--- src/hdl/bce_pkg.sv ---
`default_nettype none
package bce_pkg;

  localparam int unsigned PredW    = 32;
  localparam int unsigned TargW    = 17;
  localparam int unsigned MeanW    = 21;
  localparam int unsigned LenW     = 11;
  localparam int unsigned CountW   = 10;
  localparam int unsigned SumW     = 31;
  localparam int unsigned LossW    = 22;
  localparam int unsigned QDepth   = 4;
  localparam int unsigned QPtrW    = 2;

  localparam logic [PredW-1:0]  PLo       = 32'd429;
  localparam logic [PredW-1:0]  PHi       = 32'd4294966867;
  localparam logic [TargW-1:0]  OneQ16    = 17'd65536;
  localparam logic [15:0]       Ln2Q16    = 16'd45426;
  localparam logic [LenW-1:0]   MaxRowLen = 11'd1024;
  localparam logic [MeanW-1:0]  MeanMax   = '1;
  localparam logic [SumW-1:0]   SumMax    = '1;

  // queue fill status seen by the front
  typedef struct packed {
    logic full;
    logic empty;
  } q_stat_t;

  // ln(1 + i/32) in q.16
  function automatic logic [15:0] ln_tab(input logic [5:0] i);
    logic [15:0] v;
    begin
      case (i)
        6'd0:  v = 16'd0;     6'd1:  v = 16'd2017;  6'd2:  v = 16'd3973;
        6'd3:  v = 16'd5873;  6'd4:  v = 16'd7719;  6'd5:  v = 16'd9515;
        6'd6:  v = 16'd11262; 6'd7:  v = 16'd12965; 6'd8:  v = 16'd14624;
        6'd9:  v = 16'd16242; 6'd10: v = 16'd17821; 6'd11: v = 16'd19364;
        6'd12: v = 16'd20870; 6'd13: v = 16'd22343; 6'd14: v = 16'd23783;
        6'd15: v = 16'd25193; 6'd16: v = 16'd26573; 6'd17: v = 16'd27924;
        6'd18: v = 16'd29248; 6'd19: v = 16'd30546; 6'd20: v = 16'd31818;
        6'd21: v = 16'd33067; 6'd22: v = 16'd34292; 6'd23: v = 16'd35494;
        6'd24: v = 16'd36675; 6'd25: v = 16'd37835; 6'd26: v = 16'd38975;
        6'd27: v = 16'd40095; 6'd28: v = 16'd41196; 6'd29: v = 16'd42280;
        6'd30: v = 16'd43345; 6'd31: v = 16'd44394; 6'd32: v = 16'd45426;
        default: v = 16'd0;
      endcase
      return v;
    end
  endfunction

  // index of the top set bit
  function automatic logic [4:0] top_bit(input logic [PredW-1:0] x);
    logic [4:0] k;
    begin
      k = '0;
      for (int i = 0; i < PredW; i++) begin
        if (x[i]) k = 5'(i);
      end
      return k;
    end
  endfunction

endpackage
`default_nettype wire

--- src/hdl/bce_front.sv ---
`default_nettype none
module bce_front
  import bce_pkg::*;
(
  input  wire logic             clk_i,
  input  wire logic             rst_ni,
  input  wire logic             in_valid_i,
  output logic                  in_ready_o,
  input  wire logic [PredW-1:0] prediction_i,
  input  wire logic [TargW-1:0] target_i,
  input  wire q_stat_t          q_stat_i,
  output logic                  push_o,
  output logic [LossW-1:0]      push_loss_o
);

  typedef enum logic [5:0] {
    F_IDLE   = 6'b000001,
    F_NORM   = 6'b000010,
    F_INTERP = 6'b000100,
    F_LN     = 6'b001000,
    F_MUL    = 6'b010000,
    F_PUSH   = 6'b100000
  } f_state_e;

  f_state_e state_q, state_d;

  logic [PredW-1:0] p_q, c_q;
  logic [TargW-1:0] t_q;
  logic [4:0]  kp_q, kc_q;
  logic [4:0]  ip_q, ic_q;
  logic [15:0] fp_q, fc_q;
  logic [15:0] lop_q, loc_q;
  logic [26:0] prp_q, prc_q;
  logic [LossW-1:0] a_q, b_q;
  logic [38:0] ta_q, tb_q;

  // control
  always_ff @(posedge clk_i or negedge rst_ni) begin
    if (!rst_ni) begin
      state_q <= F_IDLE;
    end else begin
      state_q <= state_d;
    end
  end

  always_comb begin
    state_d = state_q;
    unique case (state_q)
      F_IDLE:   if (in_valid_i) state_d = F_NORM;
      F_NORM:   state_d = F_INTERP;
      F_INTERP: state_d = F_LN;
      F_LN:     state_d = F_MUL;
      F_MUL:    state_d = F_PUSH;
      F_PUSH:   if (!q_stat_i.full) state_d = F_IDLE;
      default:  state_d = F_IDLE;
    endcase
  end

  assign in_ready_o = (state_q == F_IDLE);

  // datapath
  logic [PredW-1:0] p_clip;
  logic [PredW-1:0] yp, yc;
  logic [4:0]  kp, kc;
  logic [15:0] hip, hic;
  logic [15:0] lnmp, lnmc;
  logic [21:0] basep, basec;
  logic [39:0] lsum;

  always_comb begin
    p_clip = prediction_i;
    if (p_clip < PLo) p_clip = PLo;
    if (p_clip > PHi) p_clip = PHi;
    kp = top_bit(p_q);
    kc = top_bit(c_q);
    yp = p_q << (5'd31 - kp);
    yc = c_q << (5'd31 - kc);
    hip = ln_tab({1'b0, ip_q} + 6'd1);
    hic = ln_tab({1'b0, ic_q} + 6'd1);
    lnmp = lop_q + 16'((prp_q + 27'd32768) >> 16);
    lnmc = loc_q + 16'((prc_q + 27'd32768) >> 16);
    basep = {15'b0, ({1'b0, 6'd32} - {2'b0, kp_q})} * {6'b0, Ln2Q16};
    basec = {15'b0, ({1'b0, 6'd32} - {2'b0, kc_q})} * {6'b0, Ln2Q16};
    lsum = {1'b0, ta_q} + {1'b0, tb_q} + 40'd32768;
  end

  always_ff @(posedge clk_i) begin
    if (state_q == F_IDLE && in_valid_i) begin
      p_q <= p_clip;
      c_q <= 32'(33'h1_0000_0000 - {1'b0, p_clip});
      t_q <= (target_i > OneQ16) ? OneQ16 : target_i;
    end
    if (state_q == F_NORM) begin
      kp_q <= kp;
      kc_q <= kc;
      ip_q <= yp[30:26];
      ic_q <= yc[30:26];
      fp_q <= yp[25:10];
      fc_q <= yc[25:10];
    end
    if (state_q == F_INTERP) begin
      lop_q <= ln_tab({1'b0, ip_q});
      loc_q <= ln_tab({1'b0, ic_q});
      prp_q <= {11'b0, hip - ln_tab({1'b0, ip_q})} * {11'b0, fp_q};
      prc_q <= {11'b0, hic - ln_tab({1'b0, ic_q})} * {11'b0, fc_q};
    end
    if (state_q == F_LN) begin
      a_q <= basep - {6'b0, lnmp};
      b_q <= basec - {6'b0, lnmc};
    end
    if (state_q == F_MUL) begin
      ta_q <= t_q * a_q;
      tb_q <= (OneQ16 - t_q) * b_q;
    end
  end

  assign push_o      = (state_q == F_PUSH) && !q_stat_i.full;
  assign push_loss_o = lsum[37:16];

endmodule
`default_nettype wire

--- src/hdl/bce_queue.sv ---
`default_nettype none
module bce_queue
  import bce_pkg::*;
(
  input  wire logic             clk_i,
  input  wire logic             rst_ni,
  input  wire logic             push_i,
  input  wire logic [LossW-1:0] push_loss_i,
  output q_stat_t               q_stat_o,
  input  wire logic             pop_i,
  output logic [LossW-1:0]      pop_loss_o
);

  logic [LossW-1:0] mem_q [QDepth];
  logic [QPtrW-1:0] wr_q, rd_q;
  logic [QPtrW:0]   cnt_q;

  // pointers and fill count
  always_ff @(posedge clk_i or negedge rst_ni) begin
    if (!rst_ni) begin
      wr_q  <= '0;
      rd_q  <= '0;
      cnt_q <= '0;
    end else begin
      if (push_i) wr_q <= wr_q + 1'b1;
      if (pop_i)  rd_q <= rd_q + 1'b1;
      if (push_i && !pop_i)      cnt_q <= cnt_q + 1'b1;
      else if (pop_i && !push_i) cnt_q <= cnt_q - 1'b1;
    end
  end

  // storage
  always_ff @(posedge clk_i) begin
    if (push_i) mem_q[wr_q] <= push_loss_i;
  end

  assign pop_loss_o     = mem_q[rd_q];
  assign q_stat_o.full  = (cnt_q == (QPtrW+1)'(QDepth));
  assign q_stat_o.empty = (cnt_q == '0);

endmodule
`default_nettype wire

--- src/hdl/bce_back.sv ---
`default_nettype none
module bce_back
  import bce_pkg::*;
(
  input  wire logic             clk_i,
  input  wire logic             rst_ni,
  input  wire logic [LenW-1:0]  row_len_i,
  input  wire logic             q_empty_i,
  input  wire logic [LossW-1:0] q_loss_i,
  output logic                  pop_o,
  output logic                  out_valid_o,
  input  wire logic             out_ready_i,
  output logic [MeanW-1:0]      row_mean_loss_o
);

  typedef enum logic [2:0] {
    B_ACC  = 3'b001,
    B_DIV  = 3'b010,
    B_LOAD = 3'b100
  } b_state_e;

  b_state_e state_q, state_d;

  logic [CountW-1:0] count_q;
  logic [SumW-1:0]   sum_q;
  logic [31:0]       dvd_q;
  logic [LenW-1:0]   rem_q;
  logic [LenW-1:0]   len_q;
  logic [4:0]        step_q;
  logic              ovalid_q;
  logic [MeanW-1:0]  mean_q;

  // effective row length
  logic [LenW-1:0] len;
  always_comb begin
    len = row_len_i;
    if (len == '0) len = 11'd1;
    if (len > MaxRowLen) len = MaxRowLen;
  end

  logic [SumW:0]   sum_add;
  logic [SumW-1:0] sum_new;
  logic            row_end;
  logic [LenW:0]   rem_sh;
  logic            take;

  always_comb begin
    sum_add = {1'b0, sum_q} + {10'b0, q_loss_i};
    sum_new = sum_add[SumW] ? SumMax : sum_add[SumW-1:0];
    row_end = ({1'b0, count_q} + 11'd1) >= len;
    rem_sh  = {rem_q, dvd_q[31]};
    take    = rem_sh >= {1'b0, len_q};
    pop_o   = (state_q == B_ACC) && !q_empty_i;
  end

  always_comb begin
    state_d = state_q;
    unique case (state_q)
      B_ACC:   if (pop_o && row_end) state_d = B_DIV;
      B_DIV:   if (step_q == 5'd31) state_d = B_LOAD;
      B_LOAD:  if (!ovalid_q || out_ready_i) state_d = B_ACC;
      default: state_d = B_ACC;
    endcase
  end

  // control and accumulator
  always_ff @(posedge clk_i or negedge rst_ni) begin
    if (!rst_ni) begin
      state_q  <= B_ACC;
      count_q  <= '0;
      sum_q    <= '0;
      step_q   <= '0;
      ovalid_q <= 1'b0;
    end else begin
      state_q <= state_d;
      if (pop_o) begin
        if (row_end) begin
          count_q <= '0;
          sum_q   <= '0;
        end else begin
          count_q <= count_q + 1'b1;
          sum_q   <= sum_new;
        end
      end
      if (state_q == B_DIV) step_q <= step_q + 1'b1;
      else step_q <= '0;
      if (state_q == B_LOAD && (!ovalid_q || out_ready_i)) ovalid_q <= 1'b1;
      else if (out_ready_i) ovalid_q <= 1'b0;
    end
  end

  // restoring divider, one quotient bit a cycle
  always_ff @(posedge clk_i) begin
    if (pop_o && row_end) begin
      dvd_q <= {1'b0, sum_new} + {22'b0, len[LenW-1:1]};
      rem_q <= '0;
      len_q <= len;
    end else if (state_q == B_DIV) begin
      dvd_q <= {dvd_q[30:0], take};
      rem_q <= take ? LenW'(rem_sh - {1'b0, len_q}) : rem_sh[LenW-1:0];
    end
    if (state_q == B_LOAD && (!ovalid_q || out_ready_i)) begin
      mean_q <= (dvd_q[31:MeanW] != '0) ? MeanMax : dvd_q[MeanW-1:0];
    end
  end

  assign out_valid_o     = ovalid_q;
  assign row_mean_loss_o = mean_q;

endmodule
`default_nettype wire

--- src/hdl/binary_cross_entropy_row_loss_unit.sv ---
// Binary cross-entropy row loss.
// Input channel (in_valid_i/in_ready_o) takes one prediction (q0.32) and
// target (q1.16) request at a time. The front clips, takes both logs by
// table interpolation and forms the element loss through its NORM,
// INTERP, LN, MUL and PUSH states; the front FSM takes no new element
// until it has pushed the last one. Element losses go through a
// four-entry queue to the back, which adds them into a saturating row
// sum. At the last element of a row the back runs a restoring divide
// for the rounded mean, then loads the output register. While a divide
// runs, the front keeps working until the queue fills. If the receiver
// stalls out_ready_i low, the result holds and the next row can still
// accumulate up to its own end.
// The config channel (cfg_valid_i/cfg_ready_o) writes row_length, always
// ready; write it only while idle. Reset sets row_length to 1 and clears
// the row count, sum, queue and output valid.
`default_nettype none
module binary_cross_entropy_row_loss_unit
  import bce_pkg::*;
(
  input  wire logic             clk_i,
  input  wire logic             rst_ni,
  input  wire logic             cfg_valid_i,
  output logic                  cfg_ready_o,
  input  wire logic [LenW-1:0]  cfg_row_length_i,
  input  wire logic             in_valid_i,
  output logic                  in_ready_o,
  input  wire logic [PredW-1:0] prediction_i,
  input  wire logic [TargW-1:0] target_i,
  output logic                  out_valid_o,
  input  wire logic             out_ready_i,
  output logic [MeanW-1:0]      row_mean_loss_o
);

  logic [LenW-1:0] row_len_q;
  q_stat_t         q_stat;
  logic            push, pop;
  logic [LossW-1:0] push_loss, pop_loss;

  // config register
  always_ff @(posedge clk_i or negedge rst_ni) begin
    if (!rst_ni) begin
      row_len_q <= 11'd1;
    end else if (cfg_valid_i) begin
      row_len_q <= cfg_row_length_i;
    end
  end
  assign cfg_ready_o = 1'b1;

  bce_front u_front (
    .clk_i, .rst_ni, .in_valid_i, .in_ready_o, .prediction_i, .target_i,
    .q_stat_i(q_stat), .push_o(push), .push_loss_o(push_loss)
  );

  bce_queue u_queue (
    .clk_i, .rst_ni, .push_i(push), .push_loss_i(push_loss),
    .q_stat_o(q_stat), .pop_i(pop), .pop_loss_o(pop_loss)
  );

  bce_back u_back (
    .clk_i, .rst_ni, .row_len_i(row_len_q), .q_empty_i(q_stat.empty),
    .q_loss_i(pop_loss), .pop_o(pop), .out_valid_o, .out_ready_i,
    .row_mean_loss_o
  );

endmodule
`default_nettype wire

--- config.mk ---
export PLATFORM = sky130hd
export DESIGN_NAME = binary_cross_entropy_row_loss_unit
export DESIGN_NICKNAME = d
export VERILOG_FILES = /design/src/hdl/bce_pkg.sv /design/src/hdl/bce_front.sv /design/src/hdl/bce_queue.sv /design/src/hdl/bce_back.sv /design/src/hdl/binary_cross_entropy_row_loss_unit.sv
export SDC_FILE = /design/constraint.sdc
export NUM_CORES = 2
export LEC_CHECK = 0
export ABC_CLOCK_PERIOD_IN_PS = 11260
export BUFFER_PORTS_ARGS = -buffer_cell sky130_fd_sc_hd__buf_2
export CELL_PAD_IN_SITES_DETAIL_PLACEMENT = 1
export CELL_PAD_IN_SITES_GLOBAL_PLACEMENT = 2
export CORE_ASPECT_RATIO = 0.6
export CORE_MARGIN = 1
export CORE_UTILIZATION = 43
export CTS_CLUSTER_DIAMETER = 80
export DETAILED_ROUTE_END_ITERATION = 10
export PLACE_DENSITY_LB_ADDON = 0.25
export SYNTH_ARGS = -nofsm -noshare
export SYNTH_HDL_FRONTEND = slang
export SYNTH_HIERARCHICAL = 1
export SYNTH_MEMORY_MAX_BITS = 65536
export SYNTH_SLANG_ARGS = --single-unit
--- constraint.sdc ---
create_clock -name clk_i -period 11.26 [get_ports clk_i]
set_clock_uncertainty 0.1 [all_clocks]
set_input_delay 2.252 -clock clk_i [delete_from_list [all_inputs] [get_ports clk_i]]
set_output_delay 2.252 -clock clk_i [all_outputs]
set_load 0.1 [all_outputs]
==> flow_summary.toml <==
[run_status]
status = "complete, no violations"

[synthesis]
ys_ff_latch = 577
async_flop_share = 0.128
netlist_instances = 8984
synth_cell_type_count = 122
synth-main-ff-cell = "edfxtp_1"
avgSynthCellArea_um2 = 9.08
synth_edf_count = 460
synth_warnings = 6
netlist_area_um2 = 81600
seq_area_frac_synth = 0.203
synth_nets = 10800

[floorplanning]
ios = 89
die_y_um = 339
initial_core_util = 0.434
dieArea_um2 = 191000
rows = 123
die_width_um = 564
core_area_um2 = 188000

[sta]
rsz0062_at_grt = "no"
hold_violations = 0
setup_viol = 0
tightest_slew_ns = 1.23
final.period_utilization = 0.945
setup_tns_ns = 0
slew_viol_final = 0
finalCriticalPeriod_ns = 10.65
slew_headroom = 0.177
fmax_ghz = 0.0939

[route]
wl_met1_um = 134000
ant_nets = 0
routed-wl-met3_um = 23300
wl_met2_um = 103000
drc_errors = 0
dr.pass1.iters = 5
wl_per_cell_um = 23.0
via_per_inst = 5.62
drtIter0Drc = 5215
highest_layer = "met5"
wl_um = 263000
vias = 64300

[clock_tree]
clock_latency_ns = 0.69
cts_root_buf = "clkbuf_16"
htree_num_levels = 3
clockBufferDepth = 3
cts_buffers = 69
clkSlewWorstSetupHoldPaths_ns = 0.07
cts_tree = "done"
cts_sinks = 577

[critical_path]
path_common_cell = "fa_1"
required_ns = 11.58
r2r_slack_ns = 0.61
end_kind = "flip-flop"
crit_type = "flip-flop to flip-flop"
cp_slowest_cell = "fa_1"
arrival_ns = 10.96
cpPeakStageDelay_ns = 0.61
r2r-start = "u_front/ip_q[1]"
worstReg2RegEnd = "u_front/prp_q[26]"
cp_max_fo = 14
worstRegToRegCells = 38
worstSetupStartpointType = "flip-flop"

[grt]
grt_pass1_wl_um = 410000
grt_max_degree = 78
antenna_found_initial = 6
grt_pass1_vias = 67800
track_usage = 0.276
grt_overflow = 0

[finish]
layout_common_cells = "1399 x inv_1, 1204 x nand2_1, 1018 x fa_1"
fin_area_um2 = 87200
final_util = 0.464
fill_cells = 21400
stdcell_count = 11400
fin_nets = 10700
diodes = 0
layout_commonest_cell = "inv_1"
drive_gt1_frac = 0.0642
area_delta_synth_final_pct = 6.90

[job]
maxCapViolCount = 0

[placed_design]
dpl-instance-area_um2 = 84800
dp_hpwl_um = 209000
dpl.cell_count = 11300
place_congestion = 0.910
numPortBuffers = 87

[hold_path]
whs_endpoint = "u_back/step_q[0]"
hold_path_class = "flip-flop to flip-flop"
min_from = "u_back/step_q[0]"
hold_depth = 1
worst max-delay path: cells and delay by family (launching register included):
kind	cells	cell delay (ns)
simple gates	7	0.82
compound gates	15	3.69
fa+ha+maj	9	3.90
xor+xnor	3	0.60
flops	1	0.51
buf+inv	4	0.75
per-stage QoR:
stage | hold slack [ns] | setup slack (ns)
4_1_cts | 0.390 | 0.372
3_5_place_dp | 0.374 | 0.396
6_report | 0.386 | 0.614
2_1_floorplan | 0.333 | 1.10
5_1_grt | 0.419 | 0.0212
3_3_place_gp | 0.359 | 0.581
kinds of logic (layout without fill, tap and decap cells):
family / Yosys count / after routing / share of synthesized area
buffers and inverters: 1860 / 1812 / 0.0874
adders and majority gates: 1765 / 1765 / 0.364
xor gates and xnor gates: 357 / 357 / 0.0387
AOI/OAI and AO/OA: 1401 / 1401 / 0.111
and+or+nand+nor: 2839 / 2839 / 0.166
DFF: 577 / 577 / 0.203
muxes: 184 / 184 / 0.0293
other: 1 / 1 / 0.0000460
worst max-delay path by stage:
stage,from,endpoint
floorplan,u_front/ip_q[1],u_front/prp_q[26]
global placement,u_front/ic_q[0],u_front/prc_q[26]
detailed placement,u_front/ip_q[1],u_front/prp_q[26]
CTS,u_front/ip_q[1],u_front/prp_q[26]
global route,u_front/ip_q[1],u_front/prp_q[26]
finish,u_front/ip_q[1],u_front/prp_q[26]
timing repair:
action / CTS / global route
hold buffers: 0 / 0
gates resized for setup: 0 / 11
buffers inserted: 0 / 3
setup endpoints to repair: 0 / 6
flip-flops by register name, summed over array words and instances (netlist names), 6 cells and up, named ones only:
name	flops
u_front/prp_q	12
u_queue/mem_q	88
u_front/loc_q	16
u_back/len_q	11
u_back/row_mean_loss_o	21
u_front/fp_q	16
u_front/tb_q	38
u_back/dvd_q	32
u_front/b_q	22
u_back/sum_q	31
u_front/prc_q	12
u_front/fc_q	16
u_back/rem_q	11
u_front/ta_q	38
u_front/t_q	17
u_front/lop_q	16
u_front/a_q	22
u_front/p_q	32
u_front/c_q	31
row_len_q	11
u_back/count_q	10
u_front/state_q	6
cells in the mapped netlist (all sizes together), types with 54 or more instances:
cell	number	area, µm²
buf	68	395
nor2b	106	663
xnor2	246	2150
a21oi	374	1900
inv	1415	5310
ha	747	9350
nand2b	90	563
xor2	109	955
o21ai	351	1780
and2	452	2830
nand2	1207	4540
mux2i	118	1200
clkbuf	369	1390
dfrtp	71	1780
nor2	430	1620
fa	1018	20400
o211ai	54	405
a211oi	73	553
nor3	132	697
and3	56	350
edfxtp	460	13800
nand3	126	636
a21o	88	661
layout make-up:
class | count | area, µm² | share of cell area
flip-flops and latches | 577 | 16500 | 0.190
inverters | 1423 | 5350 | 0.0613
well taps | 2500 | 3130 | 0.0359
multi-input cells | 6547 | 58100 | 0.666
clock inverters | 39 | 477 | 0.00547
clock buffers | 88 | 1860 | 0.0213
repair buffers | 262 | 1750 | 0.0201
per-layer routing:
| layer | global-route usage | vias to the layer above |
|---|---|---|
| met1 | 0.439 | 33000 |
| met4 | 0.0356 | 2 |
| met2 | 0.378 | 1988 |
| met5 | 0 | - |
| li1 | - | 29200 |
| met3 | 0.0722 | 179 |
Power is left out: the tool's default activity adds up to more than one toggle a clock period on the data nets, which glitch-free logic cannot reach.
